==> src/sv/assert_macros.svh <==
// assertion macros used by the rtl core
`ifndef ASSERT_MACROS_SVH
`define ASSERT_MACROS_SVH
`ifndef ASSERT_OFF
`define ASSERT_IMP(label, clk, rstn, ante, cons) \
    label: assert property (@(posedge clk) disable iff (!rstn) (ante) |-> (cons)) \
        else $error("assertion failed");
`define ASSERT_NEXT(label, clk, rstn, ante, cons) \
    label: assert property (@(posedge clk) disable iff (!rstn) (ante) |=> (cons)) \
        else $error("assertion failed");
`else
`define ASSERT_IMP(label, clk, rstn, ante, cons)
`define ASSERT_NEXT(label, clk, rstn, ante, cons)
`endif
`endif

==> src/sv/kcse_pkg.sv <==
// ----------------------------------------------------------------------------
// kcse_pkg
// shared codes and constants of the keyframe curve evaluator
// ----------------------------------------------------------------------------
package kcse_pkg;
    localparam logic [1:0] FUNC_INSERT = 2'd0;
    localparam logic [1:0] FUNC_REMOVE = 2'd1;
    localparam logic [1:0] FUNC_EVAL   = 2'd2;
    localparam logic [1:0] FUNC_NOP    = 2'd3;

    localparam logic [1:0] ST_OK     = 2'd0;
    localparam logic [1:0] ST_FULL   = 2'd1;
    localparam logic [1:0] ST_BADIDX = 2'd2;
    localparam logic [1:0] ST_EMPTY  = 2'd3;

    localparam int KEY_W = 64;
    localparam logic [17:0] SMOOTH_THREE = 18'd196608;
endpackage

==> src/sv/keyframe_curve_smoothstep_eval_core.sv <==
// ----------------------------------------------------------------------------
// keyframe_curve_smoothstep_eval_core
// time-sorted keyframe table in ram, insert/remove by shifting, smoothstep eval
// ----------------------------------------------------------------------------
// insert walks down from the top, shifting up each key later than the new time, then
// writes the new key; remove shifts each later key down; evaluate returns the first
// or last key's value outside their times, else scans for the segment, then divides,
// smoothsteps and blends; one word at a time, held off by the ram walk and divider
// reset: key count cleared, ram content left undefined
`include "assert_macros.svh"

module keyframe_curve_smoothstep_eval_core #(
    parameter int KEY_DEPTH = 16
) (
    input  logic        aclk,
    input  logic        aresetn,
    input  logic        s_tvalid,
    output logic        s_tready,
    // func[1:0], time_point[17:2], value_x[33:18], value_y[49:34],
    // value_z[65:50], entry_index[69:66], zero fill
    input  logic [71:0] s_tdata,
    output logic        m_tvalid,
    input  logic        m_tready,
    // out_x[15:0], out_y[31:16], out_z[47:32], status[49:48],
    // key_count[54:50], zero fill
    output logic [55:0] m_tdata
);
    localparam int AW = $clog2(KEY_DEPTH);
    localparam int CW = $clog2(KEY_DEPTH + 1);

    localparam logic [3:0] S_IDLE  = 4'd0;
    localparam logic [3:0] S_INSRD = 4'd1;
    localparam logic [3:0] S_INSCK = 4'd2;
    localparam logic [3:0] S_REMRD = 4'd3;
    localparam logic [3:0] S_REMWR = 4'd4;
    localparam logic [3:0] S_EVRD  = 4'd5;
    localparam logic [3:0] S_EVCK  = 4'd6;
    localparam logic [3:0] S_DIV   = 4'd7;
    localparam logic [3:0] S_SQ    = 4'd8;
    localparam logic [3:0] S_SM    = 4'd9;
    localparam logic [3:0] S_BL    = 4'd10;
    localparam logic [3:0] S_OUT   = 4'd11;
    localparam logic [3:0] S_INSWR = 4'd12;
    localparam logic [3:0] S_LSTRD = 4'd13;
    localparam logic [3:0] S_LSTCK = 4'd14;

    logic [3:0]  state_reg, state_next;
    logic [CW-1:0] total_reg, total_next;
    logic [15:0] tp_reg, tp_next;
    logic [47:0] val_reg, val_next;
    logic [CW-1:0] ptr_reg, ptr_next;
    logic [63:0] prev_reg, prev_next;
    logic [63:0] cur_reg, cur_next;
    logic [15:0] d_reg, d_next, w_reg, w_next;
    logic [16:0] rem_reg, rem_next;
    logic [16:0] q_reg, q_next;
    logic [4:0]  bit_reg, bit_next;
    logic [15:0] t_reg, t_next, s_reg, s_next;
    logic [31:0] t2_reg, t2_next;
    logic [47:0] res_reg, res_next;
    logic [1:0]  stat_reg, stat_next;
    logic        mv_reg, mv_next;
    logic [1:0]  cc_reg, cc_next;
    logic [55:0] out_reg, out_next;

    logic          we;
    logic [AW-1:0] waddr, raddr;
    logic [63:0]   wdata, rdata;

    kcse_ram #(.WIDTH(kcse_pkg::KEY_W), .DEPTH(KEY_DEPTH)) u_ram (
        .aclk(aclk), .we(we), .waddr(waddr), .wdata(wdata),
        .raddr(raddr), .rdata(rdata)
    );

    // output word is held apart from the working registers
    assign s_tready = (state_reg == S_IDLE);
    assign m_tvalid = mv_reg;
    assign m_tdata  = out_reg;

    // remainder step of the restoring divider
    logic [17:0] rsh;
    logic [17:0] rdiff;
    // blend helpers
    logic signed [16:0] ca, cb, diff;
    logic signed [33:0] prod;
    logic signed [17:0] qv;
    logic [33:0] sm;
    logic [33:0] t2s;

    always_comb begin
        state_next = state_reg; total_next = total_reg;
        tp_next = tp_reg; val_next = val_reg;
        ptr_next = ptr_reg; prev_next = prev_reg; cur_next = cur_reg;
        d_next = d_reg; w_next = w_reg; rem_next = rem_reg; q_next = q_reg;
        bit_next = bit_reg; t_next = t_reg; s_next = s_reg; t2_next = t2_reg;
        res_next = res_reg; stat_next = stat_reg; mv_next = mv_reg; cc_next = cc_reg;
        out_next = out_reg;
        we = 1'b0; waddr = '0; wdata = '0; raddr = '0;
        rsh = {rem_reg, 1'b0};
        rdiff = rsh - {2'b0, w_reg};
        ca = '0; cb = '0; diff = '0; prod = '0; qv = '0; sm = '0; t2s = '0;

        if (mv_reg && m_tready) begin
            mv_next = 1'b0;
        end
        case (state_reg)
            S_IDLE: begin
                if (s_tvalid && s_tready) begin
                    tp_next = s_tdata[17:2];
                    val_next = {s_tdata[33:18], s_tdata[49:34], s_tdata[65:50]};
                    res_next = '0;
                    stat_next = kcse_pkg::ST_OK;
                    case (s_tdata[1:0])
                        kcse_pkg::FUNC_INSERT: begin
                            if (total_reg >= CW'(KEY_DEPTH)) begin
                                stat_next = kcse_pkg::ST_FULL;
                                state_next = S_OUT;
                            end else begin
                                // shift from the top down while key time > new time
                                ptr_next = total_reg;
                                state_next = S_INSRD;
                            end
                        end
                        kcse_pkg::FUNC_REMOVE: begin
                            if ({{(CW > 4 ? CW - 4 : 0){1'b0}}, s_tdata[69:66]} >=
                                total_reg) begin
                                stat_next = kcse_pkg::ST_BADIDX;
                                state_next = S_OUT;
                            end else begin
                                ptr_next = CW'(s_tdata[69:66]);
                                state_next = S_REMRD;
                            end
                        end
                        kcse_pkg::FUNC_EVAL: begin
                            if (total_reg == '0) begin
                                stat_next = kcse_pkg::ST_EMPTY;
                                state_next = S_OUT;
                            end else begin
                                ptr_next = '0;
                                state_next = S_EVRD;
                            end
                        end
                        default: state_next = S_OUT;
                    endcase
                end
            end
            S_INSRD: begin
                if (ptr_reg == '0) begin
                    state_next = S_INSWR;
                end else begin
                    raddr = AW'(ptr_reg - 1'b1);
                    state_next = S_INSCK;
                end
            end
            S_INSCK: begin
                if (rdata[63:48] > tp_reg) begin
                    we = 1'b1; waddr = AW'(ptr_reg); wdata = rdata;
                    ptr_next = ptr_reg - 1'b1;
                    state_next = S_INSRD;
                end else begin
                    state_next = S_INSWR;
                end
            end
            S_INSWR: begin
                we = 1'b1; waddr = AW'(ptr_reg); wdata = {tp_reg, val_reg};
                total_next = total_reg + 1'b1;
                state_next = S_OUT;
            end
            S_REMRD: begin
                if (ptr_reg + 1'b1 >= total_reg) begin
                    total_next = total_reg - 1'b1;
                    state_next = S_OUT;
                end else begin
                    raddr = AW'(ptr_reg + 1'b1);
                    state_next = S_REMWR;
                end
            end
            S_REMWR: begin
                we = 1'b1; waddr = AW'(ptr_reg); wdata = rdata;
                ptr_next = ptr_reg + 1'b1;
                state_next = S_REMRD;
            end
            S_EVRD: begin
                raddr = AW'(ptr_reg);
                state_next = S_EVCK;
            end
            S_EVCK: begin
                cur_next = rdata;
                if (ptr_reg == '0) begin
                    prev_next = rdata;
                    if (tp_reg <= rdata[63:48]) begin
                        res_next = rdata[47:0];
                        state_next = S_OUT;
                    end else begin
                        state_next = S_LSTRD;
                    end
                end else if (tp_reg <= rdata[63:48]) begin
                    // first segment holding the time
                    d_next = tp_reg - prev_reg[63:48];
                    w_next = rdata[63:48] - prev_reg[63:48];
                    rem_next = '0;
                    q_next = '0;
                    bit_next = 5'd31;
                    state_next = S_DIV;
                end else if (ptr_reg + 1'b1 >= total_reg) begin
                    res_next = rdata[47:0];
                    state_next = S_OUT;
                end else begin
                    prev_next = rdata;
                    ptr_next = ptr_reg + 1'b1;
                    state_next = S_EVRD;
                end
            end
            S_LSTRD: begin
                raddr = AW'(total_reg - 1'b1);
                state_next = S_LSTCK;
            end
            S_LSTCK: begin
                // at or past the last key time the last value is returned as is
                if (tp_reg >= rdata[63:48]) begin
                    res_next = rdata[47:0];
                    state_next = S_OUT;
                end else begin
                    ptr_next = ptr_reg + 1'b1;
                    state_next = S_EVRD;
                end
            end
            S_DIV: begin
                // restoring divide of d<<16 by w, 32 dividend bits, 1 per cycle
                if (w_reg == '0) begin
                    t_next = '0;
                    state_next = S_SQ;
                end else begin
                    if (bit_reg >= 5'd16) begin
                        rsh = {rem_reg, d_reg[bit_reg[3:0]]};
                    end else begin
                        rsh = {rem_reg, 1'b0};
                    end
                    rdiff = rsh - {2'b0, w_reg};
                    if (!rdiff[17]) begin
                        rem_next = rdiff[16:0];
                        q_next = {q_reg[15:0], 1'b1} | {q_reg[16], 16'b0};
                    end else begin
                        rem_next = rsh[16:0];
                        q_next = {q_reg[15:0], 1'b0} | {q_reg[16], 16'b0};
                    end
                    bit_next = bit_reg - 1'b1;
                    if (bit_reg == '0) begin
                        state_next = S_SQ;
                    end
                end
            end
            S_SQ: begin
                if (w_reg != '0) begin
                    t_next = q_reg[16] ? 16'hFFFF : q_reg[15:0];
                end
                cc_next = '0;
                state_next = S_SM;
            end
            S_SM: begin
                if (cc_reg == '0) begin
                    t2_next = t_reg * t_reg;
                    cc_next = 2'd1;
                end else begin
                    t2s = {2'b0, t2_reg[31:16]} *
                          (kcse_pkg::SMOOTH_THREE - {1'b0, t_reg, 1'b0});
                    s_next = (t2s[33:16] > 18'd65535) ? 16'hFFFF : t2s[31:16];
                    cc_next = '0;
                    state_next = S_BL;
                end
            end
            S_BL: begin
                // one component per cycle, z first then y then x
                ca = 17'(signed'(prev_reg[16*cc_reg +: 16]));
                cb = 17'(signed'(cur_reg[16*cc_reg +: 16]));
                diff = cb - ca;
                prod = diff * $signed({1'b0, s_reg});
                qv = 18'(prod >>> 16);
                res_next[16*cc_reg +: 16] = 16'(ca + 17'(qv));
                cc_next = cc_reg + 1'b1;
                if (cc_reg == 2'd2) begin
                    state_next = S_OUT;
                end
            end
            S_OUT: begin
                if (!mv_reg || m_tready) begin
                    mv_next = 1'b1;
                    out_next = {1'b0, 5'(total_reg), stat_reg,
                                res_reg[15:0], res_reg[31:16], res_reg[47:32]};
                    state_next = S_IDLE;
                end
            end
            default: state_next = S_IDLE;
        endcase
    end

    always_ff @(posedge aclk) begin
        if (!aresetn) begin
            state_reg <= S_IDLE;
            total_reg <= '0;
            mv_reg <= 1'b0;
            cc_reg <= '0;
        end else begin
            state_reg <= state_next;
            total_reg <= total_next;
            mv_reg <= mv_next;
            cc_reg <= cc_next;
        end
        tp_reg <= tp_next; val_reg <= val_next;
        ptr_reg <= ptr_next; prev_reg <= prev_next;
        cur_reg <= cur_next; d_reg <= d_next; w_reg <= w_next;
        rem_reg <= rem_next; q_reg <= q_next; bit_reg <= bit_next;
        t_reg <= t_next; s_reg <= s_next; t2_reg <= t2_next;
        res_reg <= res_next; stat_reg <= stat_next; out_reg <= out_next;
    end

    `ASSERT_IMP(a_count_range, aclk, aresetn, 1'b1, total_reg <= CW'(KEY_DEPTH))
    `ASSERT_IMP(a_busy_no_accept, aclk, aresetn, state_reg != S_IDLE, !s_tready)
    `ASSERT_NEXT(a_full_keeps, aclk, aresetn,
        s_tvalid && s_tready && s_tdata[1:0] == kcse_pkg::FUNC_INSERT &&
        total_reg == CW'(KEY_DEPTH), total_reg == CW'(KEY_DEPTH))
    `ASSERT_IMP(a_empty_status, aclk, aresetn,
        m_tvalid && m_tdata[49:48] == kcse_pkg::ST_EMPTY, m_tdata[47:0] == '0)
endmodule

==> src/sv/kcse_ram.sv <==
// ----------------------------------------------------------------------------
// kcse_ram
// generic single-port-write, single-port-read ram with registered read
// ----------------------------------------------------------------------------
module kcse_ram #(
    parameter int WIDTH = 64,
    parameter int DEPTH = 16
) (
    input  logic                     aclk,
    input  logic                     we,
    input  logic [$clog2(DEPTH)-1:0] waddr,
    input  logic [WIDTH-1:0]         wdata,
    input  logic [$clog2(DEPTH)-1:0] raddr,
    output logic [WIDTH-1:0]         rdata
);
    logic [WIDTH-1:0] mem [DEPTH];

    always_ff @(posedge aclk) begin
        if (we) begin
            mem[waddr] <= wdata;
        end
        rdata <= mem[raddr];
    end
endmodule

==> config.mk <==
export PLATFORM = sky130hd
export DESIGN_NAME = keyframe_curve_smoothstep_eval_core
export DESIGN_NICKNAME = d
export VERILOG_FILES = /design/src/sv/kcse_pkg.sv /design/src/sv/keyframe_curve_smoothstep_eval_core.sv /design/src/sv/kcse_ram.sv
export VERILOG_INCLUDE_DIRS = /design/src /design/src/sv
export SDC_FILE = /design/constraint.sdc
export NUM_CORES = 2
export LEC_CHECK = 0
export BUFFER_PORTS_ARGS = -buffer_cell sky130_fd_sc_hd__buf_2
export CORE_MARGIN = 2
export CORE_UTILIZATION = 55
export CTS_BUF_LIST = sky130_fd_sc_hd__clkbuf_4 sky130_fd_sc_hd__clkbuf_8 sky130_fd_sc_hd__clkbuf_16
export CTS_CLUSTER_DIAMETER = 40
export DETAILED_ROUTE_END_ITERATION = 7
export HOLD_SLACK_MARGIN = 0.08
export PLACE_DENSITY = 0.77
export SETUP_SLACK_MARGIN = 0.5
export SLEW_MARGIN = 20
export SYNTH_ARGS = -nofsm -noshare
export SYNTH_HDL_FRONTEND = slang
export SYNTH_SLANG_ARGS = --single-unit
==> constraint.sdc <==
create_clock -name aclk -period 23.9 [get_ports aclk]
set_input_delay 1.195 -clock aclk [delete_from_list [all_inputs] [get_ports aclk]]
set_output_delay 1.195 -clock aclk [all_outputs]
set_load 0.03 [all_outputs]
Word-level counts from Yosys, hierarchy flattened. Memory sizes are Yosys's and may differ from the RTL's. A register that Yosys moved wholly into a read port is not among the register bits. Cells that the tools add are included.

$mul: 3. Bitwise logic cells: 4. Mux-type cells: 84. Shifts and indexed selects: 4. Eq/ne operators: 42. Reduce and logical (&&, ||, !) cells: 31. Magnitude comparators: 9. $add $sub $neg: 13.

Operators with widths (number): two-way mux 48 bit (6); two-way mux 64 bit (4); one-hot mux 48 bit (4 select lines) (1); one-hot mux 64 bit (3 select lines) (1); indexed part select 64 x 7 -> 16 bit (2); two-way mux 17 bit (6); two-way mux 4 bit (19); one-hot mux 17 bit (2 select lines) (2); two-way mux 5 bit (13); one-hot mux 4 bit (15 select lines) (1); bitwise mux 48 bit (1); two-way mux 16 bit (3); variable shift 16 x 34 -> 48 bit, first input constant (1); indexed part select 16 x 34 -> 48 bit (1); two-way mux 18 bit (2); multiplier 17 x 19 -> 34 bit (1); negation 6 -> 34 bit (1); bitwise OR 17 bit (2); multiplier 16 x 16 -> 32 bit (1); multiplier 17 x 17 -> 32 bit (1); inequality test 2 bit, second input constant (16); one-hot mux 16 bit (2 select lines) (1); subtractor 16 bit (2); equality test 4 bit, second input constant (7); other kinds (55) (95).

Memories kept: 1. Output and inout port bits: 58. RAM bits: 1024. Register bits: 449.

Memories: u_ram.mem (words 16, bits a word 64, rd ports 1, clocked after memory_dff 1, wr ports 1, line kcse_ram.sv:16) `logic [WIDTH-1:0] mem [DEPTH];`.

Longest topological paths before layout.
Depth in word-level cells: 9. Depth in mapped cells: 48. Gate-level depth less buffers: 45.

Cells and area by module. From an unflattened synthesis, not the netlist that was laid out.

Cells, all modules: 6365. Area total of the unflattened synthesis: 87402.6 µm².

Modules (own cells, without submodules): keyframe_curve_smoothstep_eval_core (area each 47820.9 µm², times used 1, cells each 4718, seq. area each 12882.4 µm²); kcse_ram (area each 39581.7 µm², times used 1, cells each 1647, seq. area each 32030.7 µm²).

Least setup slack after synthesis. OpenSTA, ideal clock, no wires.

Path type: register to register. Start: reg cc_reg[0]. End: reg res_reg[15], data pin. Arrival time: 10606 ps. Cell stages (with the launch flop): 46. Setup slack: 13031 ps. Path buffers: 3. Cells stage by stage: dfxtp_1 > clkbuf_1 > buf_1 > mux4_2 > inv_1 > ha_1 > inv_1 > fa_1 > a211o_1 > a21oi_1 > a22oi_1 > a311oi_1 > nor3b_1 > o41a_1 > a211oi_1 > mux2_2 > buf_2 > nand2_1 > [... 10 more ...] > o21a_1 > nor2_1 > a21oi_2 > a21oi_1 > o21bai_1 > a21oi_1 > xnor2_1 > ha_1 > nand2_1 > o21ai_0 > a41oi_1 > o21ai_0 > nand3_1 > a311oi_1 > xnor2_1 > xnor2_1 > xnor2_1 > o21ai_1.

Cells in the longest elaborated chain, start to end: 7. Elaborated cells on any way between the ends: 10. Classes of those cells: add/sub: 3; mul: 1; shift: 4; mux: 2.

RTL lines: start: declaration (line keyframe_curve_smoothstep_eval_core.sv:63) `logic [1:0] cc_reg, cc_next;`; start signal: assignment (line keyframe_curve_smoothstep_eval_core.sv:307) `cc_reg <= cc_next;`; indexed part select 64 x 7 -> 16 bit, on equally long branches (line keyframe_curve_smoothstep_eval_core.sv:275, keyframe_curve_smoothstep_eval_core.sv:274); subtractor 16 x 16 -> 17 bit (line keyframe_curve_smoothstep_eval_core.sv:276) `diff = cb - ca;`; multiplier 17 x 17 -> 32 bit (line keyframe_curve_smoothstep_eval_core.sv:277) `prod = diff * $signed({1'b0, s_reg});`; adder 16 bit (line keyframe_curve_smoothstep_eval_core.sv:279) `res_next[16*cc_reg +: 16] = 16'(ca + 17'(qv));`; indexed part select 16 x 34 -> 48 bit (line keyframe_curve_smoothstep_eval_core.sv:279); bitwise mux 48 bit (*) (line keyframe_curve_smoothstep_eval_core.sv:279); one-hot mux 48 bit (4 select lines) (*) (line keyframe_curve_smoothstep_eval_core.sv:106) `case (state_reg)`; via res_next[15] (line keyframe_curve_smoothstep_eval_core.sv:60) `logic [47:0] res_reg, res_next;`; end signal: assignment (line keyframe_curve_smoothstep_eval_core.sv:314) `res_reg <= res_next; stat_reg <= stat_next; out_reg <= out_next;`; end: declaration (line keyframe_curve_smoothstep_eval_core.sv:60).

Mark *: on every way through the listed nets, which the timed path passes. The rest lies on a longest branch. A chain may end at the register's enable or synchronous reset.

Final worst setup path.
Start: reg cc_reg[0]. End: reg res_reg[13], data pin.

Same word-level chain as after synthesis.

==> flow_summary.yaml <==
yosys:
  syn_area_um2: 87300
  synth-seq-cells: 1521
  syn_inst: 7368
  yosys_warnings: 0
  async_flop_share: 0
  postSynthAreaPerCell_um2: 11.9
  synthFlopType: "edfxtp_1"
  synth_top_area_frac: 0.497
  synthTopCellsByArea: "edfxtp_1, fa_1, ha_1"
  syn-num-nets: 8501
  synth-seq-area-share: 0.514
  synth_cell_type_count: 81
  synth_edf_count: 1445
  synth_top_area_cell: "edfxtp_1"
layout:
  fill_cells: 11622
  diodes: 0
  largest_reg_flops: 1024
  final_common_cell: "edfxtp_1"
  regMostFlops: "u_ram.mem"
  num-nets-final: 8547
  finalNonFillerCells: 9633
  layout_common_cells: "edfxtp_1, nand2_1, inv_1"
  drive_gt1_frac: 0.0862
  syn_to_final_growth_pct: 10.3
critical_path:
  crit_fanout: 37
  arrival_ns: 12.71
  startpoint_type: "flop"
  critical_path_class: "reg2reg"
  ff2ff_setup_slack_ns: 11.73
  cp_num_buf_inv: 8
  max_stage_delay_ns: 0.62
  cp_slowest_cell: "xnor2_1"
  critPathRequiredTime_ns: 24.44
  crit_family: "adder cells"
  endpoint_kind: "flop"
  critPathMostFrequentCell: "fa_1"
timing:
  fin_crit_ns: 12.17
  max-slew-margin-rel: 0.223
  tightest_slew_ns: 1.17
  setup_violations: 0
  maxSlewViolCount: 0
  setup_tns_ns: 0
  rsz0062_at_grt: "no"
  fin_crit_sh: 0.509
  hold_viol_final: 0
  fin_worst_skew_ns: 0.0521
  fmax_mhz: 82.2
hold_path:
  hp-class: "reg2reg"
detailed_routing:
  routed_wl_um: 221000
  dr.first_iter.drc_count: 6500
  routedWlPerCell_um: 22.9
  drc: 0
  vias_per_cell: 6.01
  first_pass_iters: 6
  num_vias: 57926
  ant_nets: 0
global_routing:
  track_usage: 0.273
  grt_first_pass_wirelength_um: 339000
  grt_pass1_vias: 59018
  antenna_found_initial: 8
  overflow: 0
  grt_max_degree: 205
place:
  io_buffers: 130
  hpwl_um: 139000
  dpl.cell_count: 9311
  routabilityCongestion: 0.873
die:
  start_util: 0.553
  dieArea_um2: 162000
  dieHeight_um: 402
  design.portCount: 134
  die_w_um: 402
  coreArea_um2: 158000
  row_count: 146
clock_tree:
  clkSinkCount: 1521
  postCtsResizedCells: 0
  cts_tree: "done"
  path_clk_slew_ns: 0.06
  post_cts_buffers: 0
  clk_path_buf_depth: 3
  htreeDepth: 4
  cts-buffers-inserted: 173
  clk-insertion-delay-late_ns: 0.80
  cts-hold-fix-buffers: 0
  ctsRootBufferMaster: "clkbuf_16"
run:
  cap_viol_max_count: 0
run_status:
  status: "complete, no violations"
[path summary, 6_finish.rpt]
path,start,to,cells past startpoint
hold reg to reg,stat_reg[0]$_DFFE_PP_,m_tdata[48]$_DFFE_PP_,0
hold / removal,stat_reg[0]$_DFFE_PP_,m_tdata[48]$_DFFE_PP_,0
setup reg to reg,cc_reg[0]$_SDFFE_PN0P_,res_reg[13]$_DFFE_PP_,45
setup / recovery,cc_reg[0]$_SDFFE_PN0P_,res_reg[13]$_DFFE_PP_,45
[cells in the mapped netlist (15+ instances only)]
master	instances
a21oi_1	644
nor2b_1	75
nand2_1	1208
nand2b_1	22
xor2_1	40
and2_1	276
buf_2	70
nand3_1	35
a22oi_1	268
o21ai_0	102
clkbuf_1	253
a211oi_1	15
o311ai_1	63
edfxtp_1	1445
nor3_1	51
a21o_1	31
ha_1	416
xnor2_1	110
nor2_1	146
a22o_1	77
nand4_1	18
fa_1	641
dfxtp_1	76
and3_1	19
o21a_1	38
inv_1	966
buf_1	39
mux4_2	37
[stage by stage]
step	cell area, um2	setup slack [ns]	hold WS (ns)	util
2_1_floorplan	87300	13.03	0.400	-
3_3_place_gp	90200	11.88	0.416	0.571
3_5_place_dp	90200	11.75	0.424	0.571
4_1_cts	96300	11.72	0.438	0.609
5_1_grt	96300	11.06	0.443	0.609
6_report	96300	11.73	0.439	0.609
[layer usage]
layer,vias to the layer above,track usage,wire [um]
met3,635,0.0433,21700
met2,3276,0.456,108000
met4,0,0.143,11900
li1,25299,-,-
met1,28716,0.345,79300
met5,-,0,0
[kinds of logic after synthesis]
kind of cell,count (synthesis),synth area share
buffers and inverters,1335,0.0585
and+or+nand+nor,1902,0.0968
other,1,0.0000429
AOI/OAI and AO/OA,1358,0.0984
muxes,44,0.0104
adders and majority gates,1057,0.207
xor gates and xnor gates,150,0.0150
DFF,1521,0.514
[area by class of cell]
type,instances,area (um2),share of cell area
Clock buffer,227,4870,0.0506
Clock inverter,95,1220,0.0127
Inverter,971,3640,0.0379
Multi-Input combinational cell,4512,37600,0.390
Sequential cell,1521,44900,0.466
Tap cell,2072,2590,0.0269
Timing Repair Buffer,235,1480,0.0153
Power is not shown: default switching activity piles up to over one toggle a cycle in this logic, so the estimate is an artifact.
